<file path="src/rtl/core/pmct_pkg.sv">
// Package with the shared types, constants and helpers of the prescaled match/capture timer.
`default_nettype none
package pmct_pkg;

  localparam int COUNT_WIDTH = 32;
  localparam int REG_WIDTH   = 32;
  localparam int OUT_WIDTH   = 32;
  localparam int IDX_WIDTH   = 2;
  localparam int IN_TDATA_W  = 8;
  localparam int OUT_TDATA_W = 104;

  typedef enum logic [1:0] {
    ACT_TICK  = 2'd0,
    ACT_START = 2'd1,
    ACT_HALT  = 2'd2,
    ACT_CLEAR = 2'd3
  } pmct_action_t;

  typedef enum logic [1:0] {
    MODE_OFF    = 2'd0,
    MODE_FLAG   = 2'd1,
    MODE_STOP   = 2'd2,
    MODE_RELOAD = 2'd3
  } pmct_mode_t;

  typedef enum logic [IDX_WIDTH-1:0] {
    REG_PRESCALE = 2'd0,
    REG_MATCH    = 2'd1,
    REG_MODE     = 2'd2,
    REG_EDGES    = 2'd3
  } pmct_reg_idx_t;

  localparam int FLAG_MATCH = 0;
  localparam int FLAG_CAP0  = 1;
  localparam int FLAG_CAP1  = 2;

  typedef struct packed {
    logic [2:0]   clear_mask;
    logic         capture_pin1;
    logic         capture_pin0;
    pmct_action_t action;
  } pmct_item_t;

  typedef struct packed {
    logic                 running;
    logic                 irq;
    logic [2:0]           pending_flags;
    logic [OUT_WIDTH-1:0] capture1_value;
    logic [OUT_WIDTH-1:0] capture0_value;
    logic [OUT_WIDTH-1:0] count_value;
  } pmct_result_t;

  function automatic logic [OUT_WIDTH-1:0] to_out(input logic [COUNT_WIDTH-1:0] x);
    logic [63:0] w;
    w = 64'(x);
    return w[OUT_WIDTH-1:0];
  endfunction

  function automatic logic edge_hit(input logic [1:0] edges, input logic prev,
                                    input logic now);
    logic rise;
    logic fall;
    rise = !prev && now;
    fall = prev && !now;
    return (edges[0] && rise) || (edges[1] && fall);
  endfunction

endpackage
`default_nettype wire

</file>
<file path="src/rtl/core/prescaled_match_capture_timer.sv">
// Top level of the prescaled match/capture timer.
//
//  Channel  Direction  Signals                        Contents
//  s        in         s_tvalid s_tready s_tdata      pins and clear mask, action in s_tuser
//  m        out        m_tvalid m_tready m_tdata      counter, latches, flags, irq, running
//  cfg      in         cfg_we cfg_index cfg_data      prescale, match, mode, capture edges
//
// Every beat is registered, then applied to the timer state, and its result is
// loaded into the output register together with the state update.
// One beat per cycle is sustained unless the output stalls; the state update is the only loop.
// Reset is synchronous and clears timer state, configuration and both valid bits; no clearing pass.
// A stalled output holds the input stage, which then holds s_tready low.
`default_nettype none
module prescaled_match_capture_timer
  import pmct_pkg::*;
(
  input  wire logic                   clk,
  input  wire logic                   rst,
  input  wire logic                   s_tvalid,
  output logic                        s_tready,
  input  wire logic [IN_TDATA_W-1:0]  s_tdata,   // capture_pin0, capture_pin1, clear_mask
  input  wire logic [1:0]             s_tuser,   // action
  output logic                        m_tvalid,
  input  wire logic                   m_tready,
  output logic [OUT_TDATA_W-1:0]      m_tdata,   // count_value, capture0_value,
                                                 // capture1_value, pending_flags, irq, running
  input  wire logic                   cfg_we,
  input  wire logic [IDX_WIDTH-1:0]   cfg_index,
  input  wire logic [REG_WIDTH-1:0]   cfg_data
);

  logic         space;
  logic         item_valid;
  logic         go;
  pmct_item_t   item;
  pmct_result_t result_next;

  assign go = item_valid && space;

  pmct_in_reg u_in (
    .clk        (clk),
    .rst        (rst),
    .s_tvalid   (s_tvalid),
    .s_tready   (s_tready),
    .s_tdata    (s_tdata),
    .s_tuser    (s_tuser),
    .advance    (space),
    .item_valid (item_valid),
    .item       (item)
  );

  pmct_core u_core (
    .clk         (clk),
    .rst         (rst),
    .cfg_we      (cfg_we),
    .cfg_index   (cfg_index),
    .cfg_data    (cfg_data),
    .go          (go),
    .item        (item),
    .result_next (result_next)
  );

  pmct_out_reg u_out (
    .clk         (clk),
    .rst         (rst),
    .load        (go),
    .result_next (result_next),
    .space       (space),
    .m_tvalid    (m_tvalid),
    .m_tready    (m_tready),
    .m_tdata     (m_tdata)
  );

endmodule
`default_nettype wire

</file>
<file path="src/rtl/core/pmct_in_reg.sv">
// Input register stage that holds one accepted beat until the core takes it.
`default_nettype none
module pmct_in_reg
  import pmct_pkg::*;
(
  input  wire logic                  clk,
  input  wire logic                  rst,
  input  wire logic                  s_tvalid,
  output logic                       s_tready,
  input  wire logic [IN_TDATA_W-1:0] s_tdata,   // capture_pin0, capture_pin1, clear_mask
  input  wire logic [1:0]            s_tuser,   // action
  input  wire logic                  advance,
  output logic                       item_valid,
  output pmct_item_t                 item
);

  assign s_tready = !item_valid || advance;

  always_ff @(posedge clk) begin
    if (rst) begin
      item_valid <= 1'b0;
    end else if (s_tready) begin
      item_valid <= s_tvalid;
    end
  end

  always_ff @(posedge clk) begin
    if (s_tready && s_tvalid) begin
      item.action       <= pmct_action_t'(s_tuser);
      item.capture_pin0 <= s_tdata[0];
      item.capture_pin1 <= s_tdata[1];
      item.clear_mask   <= s_tdata[4:2];
    end
  end

endmodule
`default_nettype wire

</file>
<file path="src/rtl/core/pmct_core.sv">
// Timer state, configuration registers and the single-pass update for one beat.
`default_nettype none
module pmct_core
  import pmct_pkg::*;
(
  input  wire logic                 clk,
  input  wire logic                 rst,
  input  wire logic                 cfg_we,
  input  wire logic [IDX_WIDTH-1:0] cfg_index,
  input  wire logic [REG_WIDTH-1:0] cfg_data,
  input  wire logic                 go,
  input  wire pmct_item_t           item,
  output pmct_result_t              result_next
);

  logic [REG_WIDTH-1:0]   prescale;
  logic [REG_WIDTH-1:0]   match_value;
  pmct_mode_t             match_mode;
  logic [1:0]             capture_edges;

  logic [REG_WIDTH-1:0]   prescale_count, prescale_count_next;
  logic [COUNT_WIDTH-1:0] main_count, main_count_next;
  logic [COUNT_WIDTH-1:0] capture0_latch, capture0_latch_next;
  logic [COUNT_WIDTH-1:0] capture1_latch, capture1_latch_next;
  logic [2:0]             flag_bits, flag_bits_next;
  logic                   enable_bit, enable_bit_next;
  logic [1:0]             prev_pins, prev_pins_next;
  logic [COUNT_WIDTH-1:0] count_inc;

  always_ff @(posedge clk) begin
    if (rst) begin
      prescale      <= '0;
      match_value   <= '0;
      match_mode    <= MODE_OFF;
      capture_edges <= '0;
    end else if (cfg_we) begin
      case (pmct_reg_idx_t'(cfg_index))
        REG_PRESCALE: prescale      <= cfg_data;
        REG_MATCH:    match_value   <= cfg_data;
        REG_MODE:     match_mode    <= pmct_mode_t'(cfg_data[1:0]);
        REG_EDGES:    capture_edges <= cfg_data[1:0];
        default:      ;
      endcase
    end
  end

  assign count_inc = main_count + COUNT_WIDTH'(1);

  always_comb begin
    prescale_count_next = prescale_count;
    main_count_next     = main_count;
    capture0_latch_next = capture0_latch;
    capture1_latch_next = capture1_latch;
    flag_bits_next      = flag_bits;
    enable_bit_next     = enable_bit;
    prev_pins_next      = prev_pins;
    case (item.action)
      ACT_TICK: begin
        if (edge_hit(capture_edges, prev_pins[0], item.capture_pin0)) begin
          capture0_latch_next       = main_count;
          flag_bits_next[FLAG_CAP0] = 1'b1;
        end
        if (edge_hit(capture_edges, prev_pins[1], item.capture_pin1)) begin
          capture1_latch_next       = main_count;
          flag_bits_next[FLAG_CAP1] = 1'b1;
        end
        prev_pins_next = {item.capture_pin1, item.capture_pin0};
        if (enable_bit) begin
          if (prescale_count >= prescale) begin
            prescale_count_next = '0;
            main_count_next     = count_inc;
            if (match_mode != MODE_OFF && 64'(count_inc) == 64'(match_value)) begin
              flag_bits_next[FLAG_MATCH] = 1'b1;
              if (match_mode == MODE_STOP) begin
                enable_bit_next = 1'b0;
              end else if (match_mode == MODE_RELOAD) begin
                main_count_next = '0;
              end
            end
          end else begin
            prescale_count_next = prescale_count + REG_WIDTH'(1);
          end
        end
      end
      ACT_START: begin
        enable_bit_next = 1'b1;
      end
      ACT_HALT: begin
        enable_bit_next     = 1'b0;
        prescale_count_next = '0;
        main_count_next     = '0;
      end
      ACT_CLEAR: begin
        flag_bits_next = flag_bits & ~item.clear_mask;
      end
      default: ;
    endcase
  end

  always_ff @(posedge clk) begin
    if (rst) begin
      prescale_count <= '0;
      main_count     <= '0;
      capture0_latch <= '0;
      capture1_latch <= '0;
      flag_bits      <= '0;
      enable_bit     <= 1'b0;
      prev_pins      <= '0;
    end else if (go) begin
      prescale_count <= prescale_count_next;
      main_count     <= main_count_next;
      capture0_latch <= capture0_latch_next;
      capture1_latch <= capture1_latch_next;
      flag_bits      <= flag_bits_next;
      enable_bit     <= enable_bit_next;
      prev_pins      <= prev_pins_next;
    end
  end

  always_comb begin
    result_next.count_value    = to_out(main_count_next);
    result_next.capture0_value = to_out(capture0_latch_next);
    result_next.capture1_value = to_out(capture1_latch_next);
    result_next.pending_flags  = flag_bits_next;
    result_next.irq            = |flag_bits_next;
    result_next.running        = enable_bit_next;
  end

`ifndef SYNTHESIS
  a_start_only: assert property (@(posedge clk) disable iff (rst)
    $rose(enable_bit) |-> $past(go) && $past(item.action) == ACT_START)
    else $error("counter enabled without a start beat");

  a_flags_only_tick: assert property (@(posedge clk) disable iff (rst)
    (go && item.action != ACT_TICK) |=> (flag_bits & ~$past(flag_bits)) == 3'b000)
    else $error("flag set by a beat other than tick");

  a_stopped_holds: assert property (@(posedge clk) disable iff (rst)
    (go && item.action == ACT_TICK && !enable_bit) |=> $stable(main_count))
    else $error("counter moved while stopped");

  a_no_beat_no_change: assert property (@(posedge clk) disable iff (rst)
    !go |=> $stable(flag_bits) && $stable(enable_bit) && $stable(prescale_count))
    else $error("state changed without a beat");
`endif

endmodule
`default_nettype wire

</file>
<file path="src/rtl/core/pmct_out_reg.sv">
// Result register that holds one beat on the master side until it is taken.
`default_nettype none
module pmct_out_reg
  import pmct_pkg::*;
(
  input  wire logic                   clk,
  input  wire logic                   rst,
  input  wire logic                   load,
  input  wire pmct_result_t           result_next,
  output logic                        space,
  output logic                        m_tvalid,
  input  wire logic                   m_tready,
  output logic [OUT_TDATA_W-1:0]      m_tdata
);

  pmct_result_t result;

  assign space   = !m_tvalid || m_tready;
  assign m_tdata = OUT_TDATA_W'(result);

  always_ff @(posedge clk) begin
    if (rst) begin
      m_tvalid <= 1'b0;
    end else if (load) begin
      m_tvalid <= 1'b1;
    end else if (m_tready) begin
      m_tvalid <= 1'b0;
    end
  end

  always_ff @(posedge clk) begin
    if (load) begin
      result <= result_next;
    end
  end

endmodule
`default_nettype wire
</file>
<file path="config.mk">
export PLATFORM = sky130hd
export DESIGN_NAME = prescaled_match_capture_timer
export DESIGN_NICKNAME = d
export VERILOG_FILES = /design/src/rtl/core/pmct_pkg.sv /design/src/rtl/core/prescaled_match_capture_timer.sv /design/src/rtl/core/pmct_in_reg.sv /design/src/rtl/core/pmct_core.sv /design/src/rtl/core/pmct_out_reg.sv
export SDC_FILE = /design/constraint.sdc
export NUM_CORES = 1
export LEC_CHECK = 0
export BUFFER_PORTS_ARGS = -buffer_cell sky130_fd_sc_hd__buf_2
export CORE_ASPECT_RATIO = 1.75
export CORE_MARGIN = 2
export CORE_UTILIZATION = 59
export CTS_BUF_LIST = sky130_fd_sc_hd__clkbuf_16
export DETAILED_ROUTE_END_ITERATION = 10
export GPL_TIMING_DRIVEN = 0
export PLACE_DENSITY = 0.85
export SETUP_SLACK_MARGIN = 0.15
export SYNTH_ARGS = -nofsm -noshare
export SYNTH_HDL_FRONTEND = slang
export SYNTH_SLANG_ARGS = --single-unit
</file>
<file path="constraint.sdc">
create_clock -name clk -period 5.5 [get_ports clk]
set_input_delay 0.275 -clock clk [delete_from_list [all_inputs] [get_ports clk]]
set_output_delay 0.275 -clock clk [all_outputs]
set_load 0.02 [all_outputs]
</file>
; Yosys cells after proc, flatten, opt, wreduce, memory -nomap -nowiden
; Cells that the tools add are included.
[word_totals]
ff_bits = 312
inputBits = 49
out_inout_bits = 106
elab_cells = 97
[classes]
add_sub_neg = 2
order_cmp = 1
eq_ne = 10
muxes = 26
n_bitwise = 2
reduce_logical = 33
[ops]
columns = op, count
row1 = 2-to-1 mux 32 bit, 11
row2 = case mux 32 bit (2 select lines), 2
row3 = adder 32 x 1 -> 32 bit (second input constant), 2
row4 = == test 32 bit, 1
row5 = >= comparator 32 bit, 1
row6 = == test 2 bit (second input constant), 6
row7 = logical AND 1 bit, 11
row8 = 2-to-1 mux 1 bit, 11
row9 = AND reduction 2 bit, 5
row10 = logical NOT 1 bit, 6
row11 = case mux 3 bit (2 select lines), 1
row12 = nonzero test 2 bit, 3
row13 = == test 2 x 1 -> 1 bit (second input constant), 2
row14 = logical NOT 2 bit, 2
row15 = logical OR 1 bit, 4
row16 = bitwise AND 3 bit, 1
row17 = inverter 3 bit, 1
row18 = case mux 1 bit (3 select lines), 1
row19 = AND reduction 3 bit, 1
row20 = OR reduction 3 bit, 1
row21 = inequality test 2 x 1 -> 1 bit (second input constant), 1

; Longest topological paths before layout
[logic_depth]
word_depth = 8
mapped_depth = 13
depth_no_buf = 10

; Hierarchy
; From an unflattened synthesis, not the netlist that was laid out.
[unflattened]
cells_unflattened = 1583
area_unflattened_um2 = 14951.8
[modules_own_cells]
columns = mod, instances, cells_per_inst, area_each_um2, seq_area_each_um2
row1 = pmct_core, 1, 1461, 11574.9, 4043.9
row2 = pmct_out_reg, 1, 109, 3105.5, 3052.9
row3 = pmct_in_reg, 1, 12, 265.3, 230.2
row4 = prescaled_match_capture_timer, 1, 1, 6.3, 0.0

; Worst setup path before layout
; No wires, ideal clock.
[synth_timing]
path_type = reg-to-reg
startpoint = register u_out.m_tvalid
endpoint = register u_out.result, in the netlist u_out.m_tdata[0] (enable)
setup_ps = 504
arrival_ps = 4143
required_time_ps = 4996
slack_ps = 853
path_stages_with_launch = 7
path_buffers = 3
path_cell_list = dfxtp_1 nor2b_1 nand2b_1 clkbuf_1 inv_1 clkbuf_1 buf_1
[synth_between]
elab_chain_len = 3
[synth_rtl]
columns = item, line_no
row1 = "start, declared", pmct_out_reg.sv:11  ; output logic m_tvalid,
row2 = "start signal, assigned", pmct_out_reg.sv:23  ; m_tvalid <= 1'b0;
row3 = "start signal, assigned", pmct_out_reg.sv:25  ; m_tvalid <= 1'b1;
row4 = "start signal, assigned", pmct_out_reg.sv:27  ; m_tvalid <= 1'b0;
row5 = logical NOT 1 bit, pmct_out_reg.sv:18  ; assign space = !m_tvalid || m_tready;
row6 = logical OR 1 bit, pmct_out_reg.sv:18
row7 = logical AND 1 bit, prescaled_match_capture_timer.sv:38  ; assign go = item_valid && space;
row8 = via go, prescaled_match_capture_timer.sv:34  ; logic go;
row9 = "end signal, assigned", pmct_out_reg.sv:33  ; result <= result_next;
row10 = "end, declared", pmct_out_reg.sv:16  ; pmct_result_t result;
; The timed path passes the listed nets, and every way through them passes these cells.
; A chain may end at the register's enable or synchronous reset.

; Worst setup path in the final report
[layout_timing]
startpoint = register u_core.prescale_count[21]
endpoint = register u_core.main_count[24]
[layout_between]
elab_chain_len = 4
[layout_rtl]
columns = item, line_no
row1 = "start, declared", pmct_core.sv:21  ; logic [REG_WIDTH-1:0] prescale_count, prescale_count_next;
row2 = "start signal, assigned", pmct_core.sv:110  ; prescale_count <= prescale_count_next;
row3 = >= comparator 32 bit, pmct_core.sv:69  ; if (prescale_count >= prescale) begin
row4 = 2-to-1 mux 32 bit, pmct_core.sv:69
row5 = 2-to-1 mux 32 bit, pmct_core.sv:68  ; if (enable_bit) begin
row6 = case mux 32 bit (2 select lines), pmct_core.sv:57  ; case (item.action)
row7 = "end signal, assigned", pmct_core.sv:111  ; main_count <= main_count_next;
row8 = "end, declared", pmct_core.sv:22  ; logic [COUNT_WIDTH-1:0] main_count, main_count_next;
; Every way passes these cells.

==> results.toml <==
[synthesis]
synth_cells = 1600
synth_top_family_by_area = "simple AND/OR/NAND/NOR gates"
syn_avg_cell_area_sq_um = 9.398
synth_mux_area_frac = 0.08163
synth_fa_ha_area_frac = 0.03162
ys_seq_elements = 312
ys_seq_area_frac = 0.4873
synth_edf_count = 108
synth_flop_cell = "dfxtp_1"
synth.cell_area_sq_um = 15040
yosysWarnings = 0
synthXorXnorAreaFrac = 0.04052
yosys.cell_types.count = 77
synth-compound-area-share = 0.1170
synth-simple-area-share = 0.1955
async_reset_ff_frac = 0

[finish]
antennaDiodeCount = 0
drive_gt1_frac = 0.1590
area_growth_pct = 16.42
finalNonFillerCells = 2159
finalNetCount = 1908
fillCellCount = 1853
ff_latch_area_sq_um = 7327
fin_util = 0.6962
fin_area_sq_um = 17510
multi_input_area_sq_um = 7022

[drt]
dr.pass1.iters = 6
drt_iter0_drc = 1094
routed_wirelength_mm = 47.51
ant_nets = 0
avgViaCountPerCell = 6.204
vias = 13390
avgRoutedWirePerCell_microns = 22.00
post-route-drc-count = 0

[timing]
rsz0062_at_grt = "false"
worstMarginPinSlew_ns = 1.232
setup_ws_ns = 1.079
fmax_mhz = 226.2
finalHoldViolCount = 0
slew_headroom = 0.1769
slew_viol_final = 0
hold_ws_ns = 0.006662
period_share = 0.8039
setup_viol_count_final = 0
finalCriticalPeriod_ns = 4.421
tns_ns = 0
clock_skew_ns = 0.01869

[placed_design]
place_inst = 2068
hpwl_mm = 35.50
portBuffers = 148
dpl-instance-area_sq_um = 16220
preCtsSetupSlack_ns = 1.313
gp_congestion = 1.028

[die]
die_width_microns = 124.7
die_area_sq_um = 26830
start_util = 0.5980
io_pins = 155
die_height_microns = 215.2
rows = 77
core_area_sq_um = 25150

[power_and_ir_drop]
p_leak_nw = 6.503
p_int_mw = 3.618
swShare = 0.2465
p_per_area_nw_per_um2 = 274.3
irDropWorstVdd_mv = 0.2698
combinationalPowerShare = 0.083
power.share.clock = 0.402
pwr-share-seq = 0.515
p_switching_mw = 1.184
p_total_mw = 4.801

[clocking]
cts_tree = "done"
numCtsBuffers = 28
clock-sinks = 312
htree_levels = 1
cts_resized = 0
clk_latency_ns = 0.57
clk_path_buf_depth = 3
cts-root-buf = "clkbuf_16"
path_clk_slew_ns = 0.07

[grt]
gr-usage-all-layers = 0.3463
use_met2 = 0.6366
grt_pass1_wl_mm = 72.73
use_met1 = 0.3464
grt-ovfl-total = 0
grt_max_degree = 46
antenna_found_initial = 0
grt_pass1_vias = 13420
grtUsageMet3 = 0.04282
grt.busiest_layer = "met2"

[min_path]
hold_path_class = "input pin to register"

[setup_path]
startpoint_type = "register"
cp_max_fo = 9
worstSetupPathType = "register to register"
crit_required_ns = 5.91
arrival_ns = 4.83
cp-end-kind = "register"

[status]
status = "finished, final reports clean"

[run]
cap_violations = 0
==> cell families (layout without fill, tap and decap cells) <==
group,after synthesis,after routing
simple gates,612,612
flops,312,312
compound gates,280,280
buf+inv,172,413
mux,117,117
xor+xnor,68,68
fa+ha+maj,38,38
other cells,1,3
==> critical path: stages, from the launching register on <==
cell	delay [ns]
dfxtp_1	0.36
ha_1	0.33
nand4_1	0.16
nor4_1	0.46
o31ai_1	0.19
or2_2	0.34
o211ai_1	0.96
a21oi_1	0.54
nor2_1	0.73
o21ai_0	0.21
==> cell usage after synthesis, types with 7 or more instances <==
cell / n / share of area
nand4_1: 47 / 0.020
mux2i_1: 72 / 0.048
o22ai_1: 8 / 0.0033
nand3_1: 53 / 0.018
a21o_1: 11 / 0.0055
nor3_1: 26 / 0.0087
ha_1: 38 / 0.032
clkbuf_1: 74 / 0.018
dfxtp_1: 204 / 0.27
o21ai_1: 10 / 0.0033
buf_2: 25 / 0.0083
or3_1: 7 / 0.0029
a41oi_1: 16 / 0.0093
xor2_1: 33 / 0.019
nor4_1: 10 / 0.0042
a21oi_1: 84 / 0.028
nand2_1: 226 / 0.056
nand3b_1: 7 / 0.0035
buf_1: 14 / 0.0035
o21ai_0: 52 / 0.017
a31oi_1: 42 / 0.017
mux2_2: 45 / 0.034
edfxtp_1: 108 / 0.22
xnor2_1: 34 / 0.020
and4_1: 13 / 0.0076
and3_1: 13 / 0.0054
nor2b_1: 7 / 0.0029
inv_1: 53 / 0.013
nor2_1: 158 / 0.039
==> layout by cell type (no fill, tap or decap), drive strengths merged, types with 15 or more instances in the layout <==
cell,n
nand2,226
nor2,158
o21ai,62
clkbuf,104
xor2,33
dfxtp,204
nand4,49
a21oi,84
xnor2,34
buf,194
a41oi,16
mux2i,72
inv,57
nand3,56
mux2,45
a31oi,42
edfxtp,108
nor4,15
nor3,26
ha,38
dlygate4sd3,39
==> path summary, 6_finish.rpt <==
kind / depth (start not counted) / end / from / slack, ns
worst max-delay path: 9 / u_core.main_count[24] / u_core.prescale_count[21] / 1.08
worst min-delay path: 3 / u_core.match_mode[1] / cfg_data[1] / 0.007
worst max register to register: 9 / u_core.main_count[24] / u_core.prescale_count[21] / 1.08
worst min register to register: 2 / u_core.prescale[16] / u_core.prescale[16] / 0.46
==> repair_timing <==
item,in CTS,in global routing
hold buffers,39,0
setup buffers,0,0
endpoints found under the hold margin,67,0
==> power groups by stage <==
stage          Combinational (mW)  Clock (mW)  Sequential (mW)
6_report                    0.397        1.93             2.47
5_1_grt                     0.421        2.02             2.48
4_1_cts                     0.389        1.93             2.47
3_5_place_dp                0.366           0             2.53
3_3_place_gp                0.354           0             2.53
2_1_floorplan               0.181           0             2.57
==> per-layer routing <==
metal  vias up  part of all wire  wire length, microns
met1      6281              0.33                 15810
li1       6140                 -                     -
met5         -                 0                     0
met3       244             0.060                  2835
met2       729              0.52                 24600
met4         0             0.090                  4264
==> registers in the layout, summed over array words and instances, names as in the netlist <==
signal                 cells
u_out.m_tdata            101
u_core.match_value        32
u_core.flag_bits           3
u_core.prescale_count     32
u_core.enable_bit          1
u_core.capture0_latch     32
u_out.m_tvalid             1
u_in.item                  7
u_core.prev_pins           2
u_core.prescale           32
u_core.capture_edges       2
u_core.capture1_latch     32
u_core.main_count         32
u_core.match_mode          2
u_in.item_valid            1
==> cell type report <==
type / instances / share of cell area
buffer: 118 / 0.02823
clock buffer: 30 / 0.04288
clock inverter: 22 / 0.008148
inverter: 54 / 0.01158
multi-input combinational: 1118 / 0.4011
sequential: 312 / 0.4186
tap: 316 / 0.02259
timing repair buffer: 189 / 0.06690
No activity file was read; power rests on OpenSTA's default activity.
